## config.mk

```make
export PLATFORM = sky130hd
export DESIGN_NAME = normalized_cumulative_probability
export DESIGN_NICKNAME = d
export VERILOG_FILES = /design/src/rtl/ncp_pkg.sv /design/src/rtl/ncp_front.sv /design/src/rtl/ncp_queue.sv /design/src/rtl/ncp_back.sv /design/src/rtl/normalized_cumulative_probability.sv
export SDC_FILE = /design/constraint.sdc
export NUM_CORES = 1
export LEC_CHECK = 0
export BUFFER_PORTS_ARGS = -buffer_cell sky130_fd_sc_hd__buf_2
export CAP_MARGIN = 20
export CORE_MARGIN = 10
export CORE_UTILIZATION = 60
export DETAILED_ROUTE_END_ITERATION = 12
export PLACE_DENSITY = 0.83
export SLEW_MARGIN = 20
export SYNTH_ARGS = -nofsm -noshare
export SYNTH_HDL_FRONTEND = slang
export SYNTH_HIERARCHICAL = 1
export SYNTH_SLANG_ARGS = --single-unit
```

## constraint.sdc

```tcl
create_clock -name clk -period 9.8 [get_ports clk]
set_input_delay 0 -clock clk [delete_from_list [all_inputs] [get_ports clk]]
set_output_delay 0 -clock clk [all_outputs]
set_load 0.02 [all_outputs]
```

## src/rtl/ncp_pkg.sv

```systemverilog
// Shared types and constants for the normalized cumulative probability block.
// Used by ncp_front, ncp_queue, ncp_back and the top level; depends on nothing.
`default_nettype none

package ncp_pkg;

  localparam int FLOW_W    = 32;  // Q16.16 flows
  localparam int PROB_W    = 32;  // Q8.24 probabilities
  localparam int QUOT_BITS = 31;  // quotient bits kept below the saturation point
  localparam int PRE_SHIFT = 7;   // 31 - 24: numerator bits that sit above the quotient

  localparam int QUEUE_DEPTH = 2;
  localparam int QPTR_W      = 1;
  localparam int QCNT_W      = 2;

  localparam logic signed [PROB_W-1:0] Q_MAX = 32'sh7FFF_FFFF;
  localparam logic signed [PROB_W-1:0] Q_MIN = 32'sh8000_0000;

  // One classified neighbor entry, waiting for the divider.
  typedef struct packed {
    logic [3:0]        slot;        // low bits of the slot counter before this entry
    logic              self_entry;  // neighbor is the compartment itself
    logic              last;        // final entry of the row
    logic              neg;         // quotient is negative
    logic [FLOW_W-1:0] num_mag;     // |neighbor_flow|
    logic [FLOW_W-1:0] div_mag;     // |diagonal_flow|
  } job_t;

endpackage

`default_nettype wire

```

## src/rtl/ncp_front.sv

```systemverilog
// Front end: accepts input beats, tracks the slot counter and classifies each entry.
// Depends on ncp_pkg.
`default_nettype none

module ncp_front #(
  parameter int MAX_NEIGHBORS = 16,
  parameter int INDEX_WIDTH   = 16
) (
  input  wire logic         clk,
  input  wire logic         rst,
  input  wire logic         s_tvalid,
  output logic              s_tready,
  input  wire logic [95:0]  s_tdata,
  input  wire logic         s_tlast,
  input  wire logic         q_full,
  output logic              push,
  output ncp_pkg::job_t     job
);

  localparam int SLOT_CW = (MAX_NEIGHBORS > 2) ? $clog2(MAX_NEIGHBORS) : 1;
  localparam int CMP_W   = (INDEX_WIDTH < 16) ? INDEX_WIDTH : 16;

  logic [SLOT_CW-1:0] slot_cnt;
  logic [SLOT_CW-1:0] slot_cnt_next;
  logic [SLOT_CW+3:0] slot_ext;
  logic [15:0]        row_idx;
  logic [15:0]        nb_idx;
  logic [31:0]        diag;
  logic [31:0]        nflow;

  assign row_idx = s_tdata[15:0];
  assign nb_idx  = s_tdata[31:16];
  assign diag    = s_tdata[63:32];
  assign nflow   = s_tdata[95:64];

  assign s_tready = !q_full;
  assign push     = s_tvalid && !q_full;
  assign slot_ext = {4'b0, slot_cnt};

  always_comb begin
    job.slot       = slot_ext[3:0];
    job.self_entry = (row_idx[CMP_W-1:0] == nb_idx[CMP_W-1:0]);
    job.last       = s_tlast;
    job.neg        = nflow[31];
    job.num_mag    = nflow[31] ? (~nflow + 32'd1) : nflow;
    job.div_mag    = diag[31] ? (~diag + 32'd1) : diag;
  end

  always_comb begin
    if (s_tlast) begin
      slot_cnt_next = '0;
    end else if (slot_cnt == SLOT_CW'(MAX_NEIGHBORS - 1)) begin
      slot_cnt_next = '0;
    end else begin
      slot_cnt_next = slot_cnt + SLOT_CW'(1);
    end
  end

  always_ff @(posedge clk) begin
    if (rst) begin
      slot_cnt <= '0;
    end else if (push) begin
      slot_cnt <= slot_cnt_next;
    end
  end

endmodule

`default_nettype wire

```

## src/rtl/ncp_queue.sv

```systemverilog
// Two-entry queue of classified entries between the front end and the divider.
// Depends on ncp_pkg.
`default_nettype none

module ncp_queue (
  input  wire logic          clk,
  input  wire logic          rst,
  input  wire logic          push,
  input  ncp_pkg::job_t      push_job,
  output logic               full,
  input  wire logic          pop,
  output logic               avail,
  output ncp_pkg::job_t      pop_job
);

  ncp_pkg::job_t                  entries [ncp_pkg::QUEUE_DEPTH];
  logic [ncp_pkg::QPTR_W-1:0]     wr_ptr;
  logic [ncp_pkg::QPTR_W-1:0]     rd_ptr;
  logic [ncp_pkg::QCNT_W-1:0]     count;

  assign full    = (count == ncp_pkg::QCNT_W'(ncp_pkg::QUEUE_DEPTH));
  assign avail   = (count != '0);
  assign pop_job = entries[rd_ptr];

  always_ff @(posedge clk) begin
    if (push) begin
      entries[wr_ptr] <= push_job;
    end
  end

  always_ff @(posedge clk) begin
    if (rst) begin
      wr_ptr <= '0;
      rd_ptr <= '0;
      count  <= '0;
    end else begin
      if (push) begin
        wr_ptr <= wr_ptr + ncp_pkg::QPTR_W'(1);
      end
      if (pop) begin
        rd_ptr <= rd_ptr + ncp_pkg::QPTR_W'(1);
      end
      if (push && !pop) begin
        count <= count + ncp_pkg::QCNT_W'(1);
      end else if (pop && !push) begin
        count <= count - ncp_pkg::QCNT_W'(1);
      end
    end
  end

endmodule

`default_nettype wire

```

## src/rtl/ncp_back.sv

```systemverilog
// Back end: restoring divider, saturating accumulation of the running sum and
// the output register. Depends on ncp_pkg.
`default_nettype none

module ncp_back (
  input  wire logic          clk,
  input  wire logic          rst,
  input  wire logic          q_avail,
  input  ncp_pkg::job_t      q_job,
  output logic               q_pop,
  output logic               m_tvalid,
  input  wire logic          m_tready,
  output logic [39:0]        m_tdata,
  output logic [0:0]         m_tuser,
  output logic               m_tlast
);

  localparam logic [1:0] S_IDLE = 2'd0;
  localparam logic [1:0] S_DIV  = 2'd1;
  localparam logic [1:0] S_DONE = 2'd2;

  localparam int W  = ncp_pkg::FLOW_W;
  localparam int QB = ncp_pkg::QUOT_BITS;
  localparam int PS = ncp_pkg::PRE_SHIFT;

  logic [1:0]          state;
  logic [4:0]          cnt;
  logic [3:0]          job_slot;
  logic                job_self;
  logic                job_last;
  logic                job_neg;
  logic                job_zero;
  logic                job_sat;
  logic [W-1:0]        div_m;
  logic [W-1:0]        rem;
  logic [QB-1:0]       num_sh;
  logic [QB-1:0]       qmag;
  logic signed [31:0]  rsum;

  logic                out_valid;
  logic [3:0]          out_slot;
  logic [31:0]         out_cum;
  logic                out_written;
  logic                out_last;

  logic                out_free;
  logic                done_go;
  logic [W:0]          trial;
  logic [W:0]          trial_diff;
  logic                trial_ge;
  logic                ovf_in;
  logic signed [31:0]  q_signed;
  logic signed [32:0]  sum_wide;
  logic signed [31:0]  sum_sat;

  assign out_free = !out_valid || m_tready;
  assign done_go  = (state == S_DONE) && out_free;
  assign q_pop    = (state == S_IDLE) && q_avail;

  // Quotient of at least 2^31 shows up as |nf| >= |diag| * 2^7.
  assign ovf_in = ({{PS{1'b0}}, q_job.num_mag} >= {q_job.div_mag, {PS{1'b0}}});

  assign trial      = {rem, num_sh[QB-1]};
  assign trial_diff = trial - {1'b0, div_m};
  assign trial_ge   = (trial >= {1'b0, div_m});

  always_comb begin
    if (job_zero) begin
      q_signed = '0;
    end else if (job_sat) begin
      q_signed = job_neg ? ncp_pkg::Q_MIN : ncp_pkg::Q_MAX;
    end else if (job_neg) begin
      q_signed = -$signed({1'b0, qmag});
    end else begin
      q_signed = $signed({1'b0, qmag});
    end
    sum_wide = {rsum[31], rsum} + {q_signed[31], q_signed};
    if (sum_wide[32] != sum_wide[31]) begin
      sum_sat = sum_wide[32] ? ncp_pkg::Q_MIN : ncp_pkg::Q_MAX;
    end else begin
      sum_sat = sum_wide[31:0];
    end
  end

  always_ff @(posedge clk) begin
    if (rst) begin
      state <= S_IDLE;
      rsum  <= '0;
      cnt   <= '0;
    end else begin
      case (state)
        S_IDLE: begin
          if (q_avail) begin
            if (q_job.self_entry || q_job.div_mag == '0 || ovf_in) begin
              state <= S_DONE;
            end else begin
              state <= S_DIV;
              cnt   <= 5'(QB - 1);
            end
          end
        end
        S_DIV: begin
          if (cnt == '0) begin
            state <= S_DONE;
          end else begin
            cnt <= cnt - 5'd1;
          end
        end
        S_DONE: begin
          if (out_free) begin
            state <= S_IDLE;
            if (job_last) begin
              rsum <= '0;
            end else if (!job_self) begin
              rsum <= sum_sat;
            end
          end
        end
        default: begin
          state <= S_IDLE;
        end
      endcase
    end
  end

  always_ff @(posedge clk) begin
    if (q_pop) begin
      job_slot <= q_job.slot;
      job_self <= q_job.self_entry;
      job_last <= q_job.last;
      job_neg  <= q_job.neg;
      job_zero <= (q_job.div_mag == '0);
      job_sat  <= ovf_in;
      div_m    <= q_job.div_mag;
      rem      <= {{PS{1'b0}}, q_job.num_mag[W-1:PS]};
      num_sh   <= {q_job.num_mag[PS-1:0], {(QB - PS){1'b0}}};
      qmag     <= '0;
    end else if (state == S_DIV) begin
      rem    <= trial_ge ? trial_diff[W-1:0] : trial[W-1:0];
      num_sh <= {num_sh[QB-2:0], 1'b0};
      qmag   <= {qmag[QB-2:0], trial_ge};
    end
  end

  always_ff @(posedge clk) begin
    if (rst) begin
      out_valid <= 1'b0;
    end else if (done_go) begin
      out_valid <= 1'b1;
    end else if (m_tready) begin
      out_valid <= 1'b0;
    end
  end

  always_ff @(posedge clk) begin
    if (done_go) begin
      out_slot    <= job_slot;
      out_cum     <= job_self ? 32'd0 : sum_sat;
      out_written <= !job_self;
      out_last    <= job_last;
    end
  end

  assign m_tvalid   = out_valid;
  assign m_tdata    = {4'b0, out_cum, out_slot};
  assign m_tuser[0] = out_written;
  assign m_tlast    = out_last;

`ifndef SYNTHESIS
  a_rem_below_divisor: assert property (@(posedge clk) disable iff (rst)
    (state == S_DIV) |-> (rem < div_m))
    else $error("divider remainder not below divisor");

  a_step_count: assert property (@(posedge clk) disable iff (rst)
    (state == S_DIV) |-> (cnt <= 5'(QB - 1)))
    else $error("divider step count out of range");

  a_self_result_zero: assert property (@(posedge clk) disable iff (rst)
    (out_valid && !out_written) |-> (out_cum == 32'd0))
    else $error("self entry result carries a nonzero probability");

  a_row_clears_sum: assert property (@(posedge clk) disable iff (rst)
    (done_go && job_last) |=> (rsum == 32'sd0))
    else $error("running sum not cleared after the last entry of a row");
`endif

endmodule

`default_nettype wire

```

## src/rtl/normalized_cumulative_probability.sv

```systemverilog
// Top level of the normalized cumulative probability block.
// Depends on ncp_pkg, ncp_front, ncp_queue and ncp_back.
//
//   Channel  Direction  Beat carries
//   s_*      in         one neighbor entry: indices, diagonal and neighbor flow, last flag
//   m_*      out        one result: slot, cumulative probability, written flag, row end
//
// An entry whose neighbor differs from the row and whose diagonal is nonzero passes
// the back end as a load, 31 restoring-division steps of the shared divider (one
// quotient bit each) and an accumulation into the output register. Self entries,
// zero diagonals and saturating quotients skip the divider: load, then accumulate.
// The divider sets the sustained rate; no entry loads until the last is accumulated.
// Reset (rst, synchronous) clears the running sum, the slot counter and the queue.
// The front end accepts a beat whenever the two-entry queue has room, so it keeps
// taking entries while the divider works; a held result in the output register
// stalls only the back end.
`default_nettype none

module normalized_cumulative_probability #(
  parameter int MAX_NEIGHBORS = 16,
  parameter int INDEX_WIDTH   = 16
) (
  input  wire logic         clk,
  input  wire logic         rst,
  // Input stream.
  input  wire logic         s_tvalid,
  output logic              s_tready,
  // s_tdata fields from bit 0: row_index[15:0], neighbor_index[31:16],
  // diagonal_flow[63:32], neighbor_flow[95:64].
  input  wire logic [95:0]  s_tdata,
  input  wire logic         s_tlast,   // last_in_row
  // Result stream.
  output logic              m_tvalid,
  input  wire logic         m_tready,
  // m_tdata fields from bit 0: slot[3:0], cumulative_probability[35:4], zeros above.
  output logic [39:0]       m_tdata,
  // m_tuser fields from bit 0: written[0].
  output logic [0:0]        m_tuser,
  output logic              m_tlast    // row_done
);

  logic          push;
  logic          q_full;
  logic          q_avail;
  logic          q_pop;
  ncp_pkg::job_t front_job;
  ncp_pkg::job_t queue_job;

  // The front end classifies each entry as it arrives and stamps its slot.
  ncp_front #(
    .MAX_NEIGHBORS (MAX_NEIGHBORS),
    .INDEX_WIDTH   (INDEX_WIDTH)
  ) u_front (
    .clk      (clk),
    .rst      (rst),
    .s_tvalid (s_tvalid),
    .s_tready (s_tready),
    .s_tdata  (s_tdata),
    .s_tlast  (s_tlast),
    .q_full   (q_full),
    .push     (push),
    .job      (front_job)
  );

  // The queue decouples arrival from the multi-cycle division.
  ncp_queue u_queue (
    .clk      (clk),
    .rst      (rst),
    .push     (push),
    .push_job (front_job),
    .full     (q_full),
    .pop      (q_pop),
    .avail    (q_avail),
    .pop_job  (queue_job)
  );

  // The back end divides, accumulates with saturation and holds the result.
  ncp_back u_back (
    .clk      (clk),
    .rst      (rst),
    .q_avail  (q_avail),
    .q_job    (queue_job),
    .q_pop    (q_pop),
    .m_tvalid (m_tvalid),
    .m_tready (m_tready),
    .m_tdata  (m_tdata),
    .m_tuser  (m_tuser),
    .m_tlast  (m_tlast)
  );

endmodule

`default_nettype wire

```

=== Yosys cells after proc, flatten, opt, wreduce, memory -nomap -nowiden ===
Memories as Yosys holds them, arrays and structs flattened. A register that Yosys moved wholly into a read port is not among the register bits.
Index checks and enable logic that the tools add are counted.

* Add/subtract/negate cells: 11
* Magnitude comparators: 2
* Equal/unequal tests: 12
* Muxes and demuxes: 34
* Bitwise operators: 2
* Reductions and logical operators: 24

{| class="wikitable"
|+ Operator list
! operator !! count
|-
| $mux 32 || 11
|-
| $add 32x1->32 const B || 2
|-
| $not 32->32 || 2
|-
| $mux 31 || 2
|-
| $mux 25 || 2
|-
| $ge 32x39->1 || 1
|-
| $add 32x32->33 || 1
|-
| $ge 33x32->1 || 1
|-
| $logic_not 32->1 || 1
|-
| $neg 31->32 || 1
|-
| $sub 32x32->32 || 1
|-
| $eq 16x16->1 || 1
|-
| $mux 5 || 3
|-
| $mux 2 || 6
|-
| $pmux 5 s2 || 1
|-
| $reduce_bool 2->1 || 5
|-
| $mux 4 || 2
|-
| $mux 1 || 6
|-
| $ne 2x1->1 const B || 3
|-
| $ne 2x2->1 const B || 3
|-
| $pmux 2 s3 || 1
|-
| $reduce_and 3->1 || 2
|-
| $logic_and 1x1->1 || 5
|-
| $logic_not 1->1 || 5
|-
| other kinds (13) || 17
|}

* Register bits: 197
* Bits in writable memories: 142
* Word-level logic and storage cells: 109
* Memories: 1

{| class="wikitable"
|+ Memories
! memory !! words !! bits a word !! rd ports !! clocked after memory_dff !! wr ports !! RTL line !! text
|-
| u_queue.entries || 2 || 71 || 1 || 1 || 1 || ncp_queue.sv:16 || <nowiki>ncp_pkg::job_t entries [ncp_pkg::QUEUE_DEPTH];</nowiki>
|}

=== Depth between registers and ports, before layout ===
* Word-level depth: 9
* Gate-level depth with buffers: 25
* Gate-level depth less buffers: 21

=== Hierarchy ===
The synthesis kept the hierarchy.

{| class="wikitable"
|+ Modules (own cells, without submodules)
! module !! times used !! cells an instance !! area each (sq um) !! seq. area each (sq um)
|-
| ncp_back || 1 || 1417 || 12430.7 || 4894.7
|-
| ncp_queue || 1 || 243 || 5357.6 || 4364.2
|-
| ncp_front || 1 || 245 || 1798.0 || 80.1
|}

=== Least setup slack after synthesis ===
Ideal clock, no wire load.

* Path kind: reg-to-reg
* Start: register u_back.qmag[0]
* End: register u_back.rsum[16]
* Data arrival time: 6.147 ns
* Slack: 3.594 ns
* Cell stages (with the launch flop): 25
* Buffers on the path: 4
* Period minus slack after synthesis: 6.206 ns
* Path through: dfxtp_1 > inv_1 > ha_1 > or3b_4 > or4b_4 > or3_4 > or3_2 > or3_1 > or2_2 > o21ai_0 > nand2_1 > a31oi_1 > ha_1 > clkbuf_1 > a21oi_1 > o21ai_0 > or4_1 > o21ai_0 > and2_1 > clkbuf_1 > mux2i_1 > nor2b_1 > clkbuf_1 > clkbuf_1 > a221o_1

* Longest elaborated chain between the ends: 9
* Elaborated cells between the ends (all ways): 10
* Classes of those cells: add/sub (2); eq/ne (1); mux (7)

{| class="wikitable"
|+ RTL lines
! item !! RTL line !! text
|-
| start, declared || ncp_back.sv:37 || <nowiki>logic [QB-1:0] qmag;</nowiki>
|-
| start signal, assigned || ncp_back.sv:141 || <nowiki>qmag <= {qmag[QB-2:0], trial_ge};</nowiki>
|-
| $neg 31->32 || ncp_back.sv:73 || <nowiki>q_signed = -$signed({1'b0, qmag});</nowiki>
|-
| $mux 32 (*) || ncp_back.sv:72 || <nowiki>end else if (job_neg) begin</nowiki>
|-
| $mux 32 (*) || ncp_back.sv:70 || <nowiki>end else if (job_sat) begin</nowiki>
|-
| $mux 32 (*) || ncp_back.sv:68 || <nowiki>if (job_zero) begin</nowiki>
|-
| $add 32x32->33 (*) || ncp_back.sv:77 || <nowiki>sum_wide = {rsum[31], rsum} + {q_signed[31], q_signed};</nowiki>
|-
| $mux 32 / $ne 1x1->1 (equally long branches) || ncp_back.sv:79, ncp_back.sv:78 ||
|-
| $mux 32 (*) || ncp_back.sv:78 || <nowiki>if (sum_wide[32] != sum_wide[31]) begin</nowiki>
|-
| $mux 32 (*) || ncp_back.sv:114 || <nowiki>end else if (!job_self) begin</nowiki>
|-
| $mux 32 (*) || ncp_back.sv:112 || <nowiki>if (job_last) begin</nowiki>
|-
| end signal, assigned || ncp_back.sv:115 || <nowiki>rsum <= sum_sat;</nowiki>
|-
| end, declared || ncp_back.sv:38 || <nowiki>logic signed [31:0] rsum;</nowiki>
|}

Mark *: on every way between the ends. The rest lies on a longest branch, timed or not. The select of a mux whose other input is x is not followed.
A chain may end at the register's enable or synchronous reset.

=== Worst setup path after layout ===
* Start: register u_back.qmag[0]
* End: register u_back.rsum[9]

Same word-level chain as after synthesis.

==> flow_summary.ini <==
[timing]
finalSetupTns_ns = 0
fin_skew_ns = 0.0177
min_period_over_period = 0.658
relSlewSlack = 0.307
max_freq_mhz = 155
grt_setup_unrepaired = false
finalMaxSlewViolations = 0
finalSetupViolCount = 0
setup_ws_ns = 3.35
layout_min_cycle_time_ns = 6.45
finalHoldViolCount = 0
tightest_slew_ns = 1.03

[synth]
ys_seq_elements = 340
yosysSeqAreaShare = 0.477
synth_top_area_frac = 0.388
yosysMostFrequentCell = edfxtp_1
synth_ff_type = edfxtp_1
synthTopCellsByCount = edfxtp_1, nand2_1, nor2_1
yosysWarningCount = 6
ys_top_cells_by_area = edfxtp_1, dfxtp_1, ha_1, xnor2_1, mux2_2
synth.avg_cell_area_sq_um = 10.3
async_reset_ff_frac = 0
synth.distinct_cells = 74
netlist_area_sq_um = 19600
synth-edff-count = 253
synth_area_leader_cell = edfxtp_1
synth_cells = 1905

[power]
p_leak_nw = 8.78
peakVddDrop_mv = 0.174
power_density_nw_per_um2 = 276

[clock_network]
cts_htree_levels = 2
clk_latency_ns = 0.53
cts_resized = 0
cts_tree = yes
numCtsBuffers = 37
clkTransAtPathRegs_ns = 0.06
clockRootBuffer = clkbuf_16
clock_sinks = 340
clock_path_buffers = 3

[critical_path]
slowest_stage = or4b_4
worstPathBufferInverterCount = 3
worstPathCellList = inv_1 > ha_1 > or3b_4 > or4b_4 > or3_4 > or3_2 > or3_1 > or2_2 > o21ai_0 > nand2_1 > a31oi_1 > ha_1 > a21oi_1 > nor2_1 > or4_1 > o21ai_0 > and2_1 > mux2i_2 > buf_4 > nor2b_1 > buf_4 > a221o_1
crit_path_max_fanout = 28
startpoint = u_back/qmag[0]
criticalPathCategory = reg -> reg
cp_data_arrival_time_ns = 6.92
path_delay_family = simple AND/OR/NAND/NOR gates
max_stage_delay_ns = 0.51
rr_startpoint = u_back/qmag[0]
required_ns = 10.27
crit_path_start_kind = flip-flop
endpoint_kind = flip-flop

[detailed_routing]
first_iter_violations = 1464
ant_nets = 0
wirelength_um = 49000
num_vias = 15600
post_drt_wl_per_cell_um = 19.2
drc = 0
firstDrtPassIters = 5
vias_per_cell = 6.12

[hold_path]
hp-class = in -> reg
hp-start = s_tdata[63]

[floorplan]
start_util = 0.605
boundaryPins = 145
die_y_um = 201
rows = 66
core_area_sq_um = 32400
dieArea_sq_um = 40300
die_x_um = 201

[grt]
grt_pass1_wl_um = 79000
antenna_found_initial = 0
grt_pass1_vias = 15300
grt_overflow_total = 0
grt_max_degree = 59
grt_use_total = 0.235

[finish]
n_antenna_cell = 0
syn_to_final_growth_pct = 15.0
drive_above_1_share = 0.162
nets = 2281

[placed_design]
place.gp.congestion = 0.906
hpwl_um = 33600
pre_cts_slack_ns = 3.22
placement.io_buffers = 140

[outcome]
outcome = completed

[job]
cap_viol_max_count = 0
worst paths after layout:
path                                end  slack (ns)  cells past startpoint
hold reg to reg      u_back/out_slot[3]        0.42                      0
hold / removal    u_queue/entries[0][1]        0.20                      3
setup / recovery         u_back/rsum[9]        3.35                     22
setup reg to reg         u_back/rsum[9]        3.35                     22
layout by cell type (no fill, tap or decap), types with 86 or more instances in the layout:
cell,synthesis,final
edfxtp_1,253,253
nand2_1,166,166
buf_2,2,140
a21oi_1,127,127
nor2_1,128,127
o21ai_0,121,120
xnor2_1,112,112
inv_1,99,98
ha_1,96,96
dfxtp_1,87,86
timing repair:
action | CTS | global route
endpoints found under the hold margin | 149 | 0
setup buffers | 0 | 0
hold buffers | 81 | 0
routing by layer:
metal / wire (um) / vias to the layer above / track usage
met5: 0 / - / 0
met4: 1350 / 0 / 0.0774
met3: 3010 / 107 / 0.0347
met2: 24300 / 580 / 0.406
met1: 20300 / 7482 / 0.296
li1: - / 7445 / -
area by class of cell:
| class | count | area, sq um |
|---|---|---|
| tap | 442 | 553 |
| sequential | 340 | 9340 |
| inverter | 99 | 372 |
| clock buffer | 55 | 1040 |
| clock inverter | 12 | 116 |
| timing repair buffer | 241 | 1680 |
| fill | 2351 | 9840 |
| multi-input combinational | 1363 | 9430 |
power breakdown:
part	leakage [nW]	switching, mW	internal, mW
clock network	0.557	0.561	0.767
logic	5.14	1.71	1.03
registers	3.09	0.142	2.02
total	8.78	2.41	3.82
logic make-up after synthesis:
kind of cell / synth area share
flops: 0.477
buf+inv: 0.0444
simple gates: 0.136
other cells: 0.000191
xor+xnor: 0.0604
compound gates: 0.167
fa+ha+maj: 0.0634
mux: 0.0521
worst reg2reg max path: stages, from the launching register on:
cell and delay [ns]:
dfxtp_1 0.34, inv_1 0.10, ha_1 0.20, or3b_4 0.42, or4b_4 0.51, or3_4 0.37, or3_2 0.50, or3_1 0.45
or2_2 0.32, o21ai_0 0.17, nand2_1 0.07, a31oi_1 0.21, ha_1 0.32, a21oi_1 0.17, nor2_1 0.07, or4_1 0.45
o21ai_0 0.23, and2_1 0.29, mux2i_2 0.23, buf_4 0.31, nor2b_1 0.18, buf_4 0.29, a221o_1 0.20
registers in the layout, summed over array words and instances (netlist names), 2 cells and up, named ones only:
signal            cells
u_back/out_cum       32
u_back/state          2
u_back/rem           32
u_back/num_sh         7
u_back/rsum          32
u_back/out_slot       4
u_back/div_m         32
u_front/slot_cnt      4
u_queue/entries     142
u_back/qmag          31
u_queue/count         2
u_back/cnt            5
u_back/job_slot       4
stage by stage:
step / instances / hold slack, ns / cell area [sq um] / utilization / total power, mW
6_report: 2552 / 0.195 / 22500 / 0.696 / 6.23
5_1_grt: 2552 / 0.231 / 22500 / 0.696 / 6.61
4_1_cts: 2551 / 0.143 / 22500 / 0.695 / 6.20
3_5_place_dp: 2403 / 0.211 / 20500 / 0.635 / 4.82
3_3_place_gp: 2403 / 0.209 / 20500 / 0.634 / 4.73
2_1_floorplan: 1908 / 0.0691 / 19600 / - / 4.16
(Power assumes the default switching activity.)
